`src/rtl/core/tpar_pkg.sv`:
```
// Shared types and constants for the period-averaging tachometer.
package tpar_pkg;

  // Width of the capture timer and of the per-capture period.
  localparam int unsigned TIME_W = 16;

  // Width of the running period sum and of the divider datapath.
  localparam int unsigned SUM_W = 32;

  // Width of the per-channel capture counter.
  localparam int unsigned COUNT_W = 16;

  // One quotient bit is produced per divider step.
  localparam int unsigned DIV_STEPS = SUM_W;
  localparam int unsigned STEP_W = $clog2(DIV_STEPS);

  // Configuration register indexes (byte address divided by four).
  localparam logic REG_TICKS_PER_MINUTE = 1'b0;
  localparam logic REG_EDGES_PER_REV = 1'b1;

  // Reset values of the configuration registers.
  localparam logic [31:0] TICKS_PER_MINUTE_RESET = 32'd60000000;
  localparam logic [7:0] EDGES_PER_REV_RESET = 8'd28;

  // Capture request.
  typedef struct packed {
    logic              channel;
    logic [TIME_W-1:0] capture_time;
  } cap_req_t;

  // Speed result request.
  typedef struct packed {
    logic              out_channel;
    logic [TIME_W-1:0] period;
    logic [TIME_W-1:0] average_period;
    logic [31:0]       speed_rpm;
    logic              zero_average;
  } res_req_t;

endpackage

```
`src/rtl/core/tachometer_period_average_rpm_top.sv`:
```
// Period-averaging tachometer: per-channel period statistics and rpm computation.

// Each capture request carries a channel and a free-running 16-bit timer value.
// The block forms the period as the wrapping difference from the previous capture
// on that channel. It keeps a 32-bit period sum and a 16-bit capture count per
// channel. The first capture, and the first after the count wraps, reports the raw
// period as its average and does not add it to the sum. Later captures add the
// period and report sum / count, where count is the value before the increment.
// Speed is floor(ticks_per_minute / (average * edges_per_rev)). It is 0 when that
// product is zero, and zero_average flags a zero average. One restoring divider,
// one quotient bit per cycle, serves both divisions. A capture whose average is
// the raw period skips the first division. When the product is zero the speed
// division is skipped as well. The next capture is taken only once the block
// is back in idle. The result waits in an output register, so a stalled result
// holds back only the next capture's finishing step. cap_stall is high whenever
// a capture is being worked on. Configuration is written through the APB-style
// port at byte address 0 (ticks_per_minute) and byte address 4 (edges_per_rev).
// Write it only while the block is idle.
module tachometer_period_average_rpm_top #(
  parameter int unsigned NUM_CHANNELS = 2
) (
  input  logic                clk,
  input  logic                rst,
  input  logic                cap_valid,
  output logic                cap_stall,
  input  tpar_pkg::cap_req_t  cap,
  output logic                res_valid,
  input  logic                res_stall,
  output tpar_pkg::res_req_t  res,
  input  logic                psel,
  input  logic                penable,
  input  logic                pwrite,
  input  logic [2:0]          paddr,
  input  logic [31:0]         pwdata,
  output logic [31:0]         prdata,
  output logic                pready
);

  localparam int unsigned CH_W = (NUM_CHANNELS > 1) ? $clog2(NUM_CHANNELS) : 1;

  typedef enum logic [2:0] {
    ST_IDLE,
    ST_DIV_AVG,
    ST_MUL,
    ST_DIV_SPD,
    ST_FINISH
  } state_t;

  state_t state;

  // Configuration registers.
  logic [31:0] ticks_per_minute;
  logic [7:0]  edges_per_rev;

  // Per-channel measurement state.
  logic [tpar_pkg::TIME_W-1:0]  last_capture  [NUM_CHANNELS];
  logic [tpar_pkg::SUM_W-1:0]   period_sum    [NUM_CHANNELS];
  logic [tpar_pkg::COUNT_W-1:0] capture_count [NUM_CHANNELS];

  // Fields of the request being worked on.
  logic                        cur_channel;
  logic [tpar_pkg::TIME_W-1:0] cur_period;
  logic [tpar_pkg::TIME_W-1:0] cur_avg;

  // Shared restoring divider: quo shifts the dividend out and the quotient in.
  logic [tpar_pkg::SUM_W-1:0]  quo;
  logic [tpar_pkg::SUM_W-1:0]  rem;
  logic [tpar_pkg::SUM_W-1:0]  dvsr;
  logic [tpar_pkg::STEP_W-1:0] step;

  logic [tpar_pkg::SUM_W:0]    rem_shift;
  logic [tpar_pkg::SUM_W+1:0]  rem_diff;
  logic                        rem_ge;
  logic [tpar_pkg::SUM_W-1:0]  rem_next;
  logic [tpar_pkg::SUM_W-1:0]  quo_next;
  logic                        div_last;

  // Capture-side combinational values.
  logic                         cap_accept;
  logic [CH_W-1:0]              ch_sel;
  logic [tpar_pkg::TIME_W-1:0]  new_period;
  logic [tpar_pkg::SUM_W-1:0]   sum_next;
  logic [tpar_pkg::COUNT_W-1:0] count_sel;

  logic [23:0] divisor_prod;
  logic        cfg_write;

  assign cap_accept = cap_valid && !cap_stall;
  assign cap_stall  = (state != ST_IDLE);

  assign ch_sel     = (NUM_CHANNELS > 1) ? CH_W'(cap.channel) : '0;
  assign new_period = cap.capture_time - last_capture[ch_sel];
  assign count_sel  = capture_count[ch_sel];
  assign sum_next   = period_sum[ch_sel] + tpar_pkg::SUM_W'(new_period);

  assign rem_shift = {rem, quo[tpar_pkg::SUM_W-1]};
  assign rem_diff  = {1'b0, rem_shift} - {2'b00, dvsr};
  assign rem_ge    = !rem_diff[tpar_pkg::SUM_W+1];
  assign rem_next  = rem_ge ? rem_diff[tpar_pkg::SUM_W-1:0] : rem_shift[tpar_pkg::SUM_W-1:0];
  assign quo_next  = {quo[tpar_pkg::SUM_W-2:0], rem_ge};
  assign div_last  = (step == tpar_pkg::STEP_W'(tpar_pkg::DIV_STEPS - 1));

  assign divisor_prod = cur_avg * edges_per_rev;

  // The APB-style configuration port.
  assign pready    = 1'b1;
  assign cfg_write = psel && penable && pwrite && pready;

  always_comb begin
    unique case (paddr[2])
      tpar_pkg::REG_TICKS_PER_MINUTE: prdata = ticks_per_minute;
      tpar_pkg::REG_EDGES_PER_REV:    prdata = {24'd0, edges_per_rev};
      default:                        prdata = '0;
    endcase
  end

  always_ff @(posedge clk) begin
    if (rst) begin
      ticks_per_minute <= tpar_pkg::TICKS_PER_MINUTE_RESET;
      edges_per_rev    <= tpar_pkg::EDGES_PER_REV_RESET;
    end else if (cfg_write) begin
      unique case (paddr[2])
        tpar_pkg::REG_TICKS_PER_MINUTE: ticks_per_minute <= pwdata;
        tpar_pkg::REG_EDGES_PER_REV:    edges_per_rev    <= pwdata[7:0];
        default:                        ;
      endcase
    end
  end

  always_ff @(posedge clk) begin
    if (rst) begin
      state     <= ST_IDLE;
      res_valid <= 1'b0;
      step      <= '0;
      for (int i = 0; i < NUM_CHANNELS; i++) begin
        last_capture[i]  <= '0;
        period_sum[i]    <= '0;
        capture_count[i] <= '0;
      end
    end else begin
      // The finishing step reloads the output register itself, so the
      // hand-off only clears it in the other states.
      if (res_valid && !res_stall && (state != ST_FINISH)) begin
        res_valid <= 1'b0;
      end
      unique case (state)
        ST_IDLE: begin
          if (cap_accept) begin
            cur_channel           <= ch_sel[0];
            cur_period            <= new_period;
            last_capture[ch_sel]  <= cap.capture_time;
            capture_count[ch_sel] <= count_sel + 1'b1;
            if (count_sel == '0) begin
              // First capture since reset or count wrap: raw period is the average.
              cur_avg <= new_period;
              state   <= ST_MUL;
            end else begin
              period_sum[ch_sel] <= sum_next;
              quo                <= sum_next;
              rem                <= '0;
              dvsr               <= tpar_pkg::SUM_W'(count_sel);
              step               <= '0;
              state              <= ST_DIV_AVG;
            end
          end
        end
        ST_DIV_AVG: begin
          quo  <= quo_next;
          rem  <= rem_next;
          step <= step + 1'b1;
          if (div_last) begin
            cur_avg <= quo_next[tpar_pkg::TIME_W-1:0];
            state   <= ST_MUL;
          end
        end
        ST_MUL: begin
          rem  <= '0;
          dvsr <= tpar_pkg::SUM_W'(divisor_prod);
          step <= '0;
          if (divisor_prod == '0) begin
            // Zero divisor forces the speed to zero.
            quo   <= '0;
            state <= ST_FINISH;
          end else begin
            quo   <= ticks_per_minute;
            state <= ST_DIV_SPD;
          end
        end
        ST_DIV_SPD: begin
          quo  <= quo_next;
          rem  <= rem_next;
          step <= step + 1'b1;
          if (div_last) begin
            state <= ST_FINISH;
          end
        end
        ST_FINISH: begin
          if (!res_valid || !res_stall) begin
            res_valid          <= 1'b1;
            res.out_channel    <= cur_channel;
            res.period         <= cur_period;
            res.average_period <= cur_avg;
            res.speed_rpm      <= quo;
            res.zero_average   <= (cur_avg == '0);
            state              <= ST_IDLE;
          end
        end
        default: state <= ST_IDLE;
      endcase
    end
  end

  // An accepted capture keeps the input stalled while it is worked on.
  assert property (@(posedge clk) disable iff (rst) cap_accept |=> cap_stall)
    else $error("capture input not stalled after a capture was accepted");

  // A zero average always reports zero speed.
  assert property (@(posedge clk) disable iff (rst)
    (res_valid && res.zero_average) |-> (res.speed_rpm == '0))
    else $error("nonzero speed reported with a zero average");

  // The speed division never runs with a zero divisor.
  assert property (@(posedge clk) disable iff (rst)
    (state == ST_DIV_SPD) |-> (dvsr != '0))
    else $error("speed division started with a zero divisor");

  // A new result appears only as the finishing step of a capture.
  assert property (@(posedge clk) disable iff (rst)
    $rose(res_valid) |-> ($past(state) == ST_FINISH))
    else $error("result produced outside the finishing step");

endmodule

```
`config.mk`:
```
export PLATFORM = sky130hd
export DESIGN_NAME = tachometer_period_average_rpm_top
export DESIGN_NICKNAME = d
export VERILOG_FILES = /design/src/rtl/core/tpar_pkg.sv /design/src/rtl/core/tachometer_period_average_rpm_top.sv
export SDC_FILE = /design/constraint.sdc
export NUM_CORES = 1
export LEC_CHECK = 0
export BUFFER_PORTS_ARGS = -buffer_cell sky130_fd_sc_hd__buf_4
export CORE_MARGIN = 4
export CORE_UTILIZATION = 45
export DETAILED_ROUTE_END_ITERATION = 16
export HOLD_SLACK_MARGIN = 0.15
export PLACE_DENSITY_LB_ADDON = 0.12
export SETUP_SLACK_MARGIN = 0.2
export SLEW_MARGIN = 40
export SYNTH_ARGS = -nofsm -noshare
export SYNTH_HDL_FRONTEND = slang
export SYNTH_SLANG_ARGS = --single-unit
export TNS_END_PERCENT = 5
```
`constraint.sdc`:
```
create_clock -name clk -period 16.17 [get_ports clk]
set_clock_uncertainty 0.15 [all_clocks]
set_input_delay 0.8085 -clock clk [delete_from_list [all_inputs] [get_ports clk]]
set_output_delay 0.8085 -clock clk [all_outputs]
set_load 0.005 [all_outputs]
```
==> parameters.txt <==
Parameter                              Value

Floorplanning
  Die Height    231 um
  Ports    160
  Initial cell density of the core    a little under half
  Floorplan die area    approximately 53000 um^2
  Row Count    81
  Core Region    49100 um^2
  Die width    ~230 um

Power
  Net Switching    roughly 950 uW
  Proportion of power drawn by flip-flops and latches    about two fifths
  Lkg Pwr    roughly 10 nW
  Switching power share of the total    roughly a third
  Power per standard cell area    between 100 and 150 nW/um^2
  Share of power burned in the clock network    about a third
  Total design power    slightly below 3 mW
  Portion of total power attributed to combinational logic    between 20 and 30%
  Highest ir drop seen on vdd    77.7 uV
  Pint    ~2 mW

Clock tree
  TritonCTS clock tree    yes
  Num CTS Buffers    between 40 and 50
  Number of buffers inserted by hold repair at cts    0
  Number of clock sinks    about 360
  Clk_lat worst skew    around 570 ps
  H-tree depth    2
  Master cell of the clock root buffer    sky130_fd_sc_hd__clkbuf_16
  PostCTS Resize Cnt    0
  Max clock buf depth    3
  Number of buffers inserted to repair setup after CTS    0
  Worst-path clk slew    approximately 60 ps

Worst setup path
  Startpoint kind of the worst setup timing path    flip-flop
  Endpoint class of the critical path    flip-flop
  Data required, critical path    16330 ps
  Worst Path Max Fanout    35
  Worst EP arrival    between 6000 and 7000 ps
  Worst Path Class, Setup    flip-flop to flip-flop

Timing
  Setup-failing EPs final    0
  Final Hold Fails    0
  Max transition margin    a little under half
  Clock period minus final worst setup slack    roughly 6700 ps
  Unrepaired setup endpoints after global routing    no
  Maximum operating frequency    roughly 150 MHz
  Transition time of the tightest slew-check pin    between 800 and 900 ps
  Post-route fraction of the period consumed by the critical path    about two fifths
  Total count of max-transition violations in the final report    0
  Fin Setup TNS    0 ps

Drt
  WL/cell    approximately 20 um
  DRC Markers    0
  Pre-antenna DRT Iters    6
  First DRT Iteration DRCs    slightly above 1000
  Remaining number of nets flagged by the antenna check after routing    0
  Routed vias    16600
  Detail-routed via count per cell    ~5.6
  Detailed-route wire length    60000 um

Synth
  Share of flip-flops with an asynchronous set or reset after synthesis    0%
  Top cell type by total area after synthesis    sky130_fd_sc_hd__edfxtp_1
  Average cell area after synthesis    just over 10 um^2
  Post-synth design cell area    22400 um^2
  Synthesis Warnings    0
  Share of the synthesized area in the top cell type    between 40% and 50%
  Synth top area cells    sky130_fd_sc_hd__edfxtp_1 42%, sky130_fd_sc_hd__fa_1 7.8%, sky130_fd_sc_hd__ha_1 5.8%, sky130_fd_sc_hd__nand2_1 4.5%, sky130_fd_sc_hd__dfxtp_1 4.4%
  Share of the yosys chip area belonging to registers    between 40 and 50%
  Count of unique library cells instantiated by Yosys    74
  Synthesized netlist cell count    around 2200
  Post-synthesis sequential element count    ~360
  Most common flop cell mapped by yosys    sky130_fd_sc_hd__edfxtp_1
  Number of flops mapped to enable cells by yosys    roughly 320
  Total nets after synthesis    ~2400

Placed design
  RePlAce Congestion    0.922
  IO Port Bufs    approximately 160
  HPWL after DPL    ~43000 um

Layout
  Leading cell type in the layout, fill and taps excluded    sky130_fd_sc_hd__edfxtp_1
  Diodes inserted    0
  Layout cell share with drive strength beyond 1    a little over an eighth
  # fillers    4494
  Highest-count cells in the layout ignoring fill and taps    315 x sky130_fd_sc_hd__edfxtp_1, 266 x sky130_fd_sc_hd__nand2_1, 210 x sky130_fd_sc_hd__nor2_1
  Area delta synth->final    14.2%
  Number of nets in the final layout    2542

GRT
  First-pass GRT wire length    between 90000 and 100000 um
  Vias in the first global route    roughly 17000
  Overall global routing resource usage    between 20% and 30%
  Antenna violations before repair    0
  Pin count of the biggest net entering global routing    65
  Gr ovfl total    0

Status
  Outcome    completed

Flow run
  Count of max-cap constraint violations    0

Worst hold path
  Worst hold-check path type    flip-flop to flip-flop
## per-stage QoR
| stage | utilization [%] | cells | area (um^2) | setup WS (ps) | hold WS [ps] |
|---|---|---|---|---|---|
| 3_3_place_gp | 49.3 | 2909 | 24200 | 8780 | 253 |
| 5_1_grt | 52.2 | 2989 | 25600 | 9090 | 280 |
| 6_report | 52.2 | 2989 | 25600 | 9440 | 267 |
| 2_1_floorplan | - | 2172 | 22400 | 9160 | 250 |
| 3_5_place_dp | 49.4 | 2911 | 24200 | 8990 | 255 |
| 4_1_cts | 52.2 | 2989 | 25600 | 9420 | 254 |
## final timing paths
path	startpoint	endpoint	slack [ps]	cells after the start
worst min register to register	cur_channel	res[65]	270	0
worst max-delay path	edges_per_rev[7]	quo[21]	9440	17
worst max register to register	edges_per_rev[7]	quo[21]	9440	17
worst min-delay path	cur_channel	res[65]	270	0
## cell usage after synthesis (18+ instances only)
cell type,count
sky130_fd_sc_hd__inv_1,140
sky130_fd_sc_hd__and2_1,80
sky130_fd_sc_hd__mux2i_1,52
sky130_fd_sc_hd__nand2_1,266
sky130_fd_sc_hd__mux2_2,41
sky130_fd_sc_hd__clkbuf_1,87
sky130_fd_sc_hd__ha_1,103
sky130_fd_sc_hd__nor2_1,214
sky130_fd_sc_hd__fa_1,87
sky130_fd_sc_hd__a211oi_1,18
sky130_fd_sc_hd__o21ai_0,78
sky130_fd_sc_hd__nand2b_1,28
sky130_fd_sc_hd__xor2_1,40
sky130_fd_sc_hd__nor3_1,29
sky130_fd_sc_hd__nand3_1,34
sky130_fd_sc_hd__a21oi_1,116
sky130_fd_sc_hd__xnor2_1,41
sky130_fd_sc_hd__and3_1,37
sky130_fd_sc_hd__a21o_1,28
sky130_fd_sc_hd__nor2b_1,39
sky130_fd_sc_hd__edfxtp_1,315
sky130_fd_sc_hd__nand3b_1,19
sky130_fd_sc_hd__a31oi_1,30
sky130_fd_sc_hd__dfxtp_1,49
sky130_fd_sc_hd__or3_1,26
## worst max-delay path, stage by stage (launching register included)
cell and delay (ps):
sky130_fd_sc_hd__dfxtp_1 780, sky130_fd_sc_hd__nand2_1 180, sky130_fd_sc_hd__fa_1 540, sky130_fd_sc_hd__fa_1 520
sky130_fd_sc_hd__fa_1 540, sky130_fd_sc_hd__fa_1 550, sky130_fd_sc_hd__inv_1 50, sky130_fd_sc_hd__ha_1 370
sky130_fd_sc_hd__nor3_1 80, sky130_fd_sc_hd__nor3b_1 350, sky130_fd_sc_hd__nand2_1 100, sky130_fd_sc_hd__o21ai_1 390
sky130_fd_sc_hd__a2111oi_0 200, sky130_fd_sc_hd__a311oi_1 650, sky130_fd_sc_hd__nand4_1 260, sky130_fd_sc_hd__nor4_4 180
sky130_fd_sc_hd__buf_4 370, sky130_fd_sc_hd__o21ai_0 170
## power groups by stage
| stage | logic, mW | clock network [mW] | registers [mW] |
|---|---|---|---|
| 6_report | 0.827 | 0.944 | 1.17 |
| 3_3_place_gp | 0.808 | 0 | 1.19 |
| 2_1_floorplan | 0.603 | 0 | 1.16 |
| 4_1_cts | 0.834 | 0.967 | 1.17 |
| 5_1_grt | 0.926 | 1.01 | 1.18 |
| 3_5_place_dp | 0.828 | 0 | 1.19 |
## state kept, by name (all words and copies together) (netlist names), 24 cells and up
name / count
res: 66
capture_count: 32
quo: 32
ticks_per_minute: 32
rem: 32
dvsr: 24
period_sum: 64
last_capture: 32
## per-layer routing
| layer | share of wire [%] | GRT usage, % | vias up | wire length (um) |
|---|---|---|---|---|
| met4 | 3.8 | 8.48 | 0 | 2260 |
| met5 | 0 | 0 | - | 0 |
| met2 | 50 | 38.3 | 452 | 29700 |
| met1 | 41 | 27.8 | 8177 | 24800 |
| li1 | - | - | 7875 | - |
| met3 | 5.4 | 3.71 | 130 | 3210 |
## cell families after synthesis
| logic type | count (synthesis) | synth area share (%) |
|---|---|---|
| compound gates | 381 | 10.6 |
| xor+xnor | 81 | 3.17 |
| fa+ha+maj | 190 | 13.5 |
| buf+inv | 246 | 4.28 |
| flops | 364 | 46.6 |
| mux | 93 | 4.38 |
| other cells | 1 | 0.0167 |
| simple gates | 816 | 17.4 |
## area by class of cell
class,instances,area [um^2],share of cell area [%]
timing repair buffer,181,1400,5.48
inverter,140,526,2.05
clock buffer,59,1200,4.69
multi-input combinational,1562,11000,43.1
tap,664,831,3.25
clock inverter,19,153,0.596
sequential,364,10400,40.8
No activity file was read; power rests on OpenSTA's default activity.
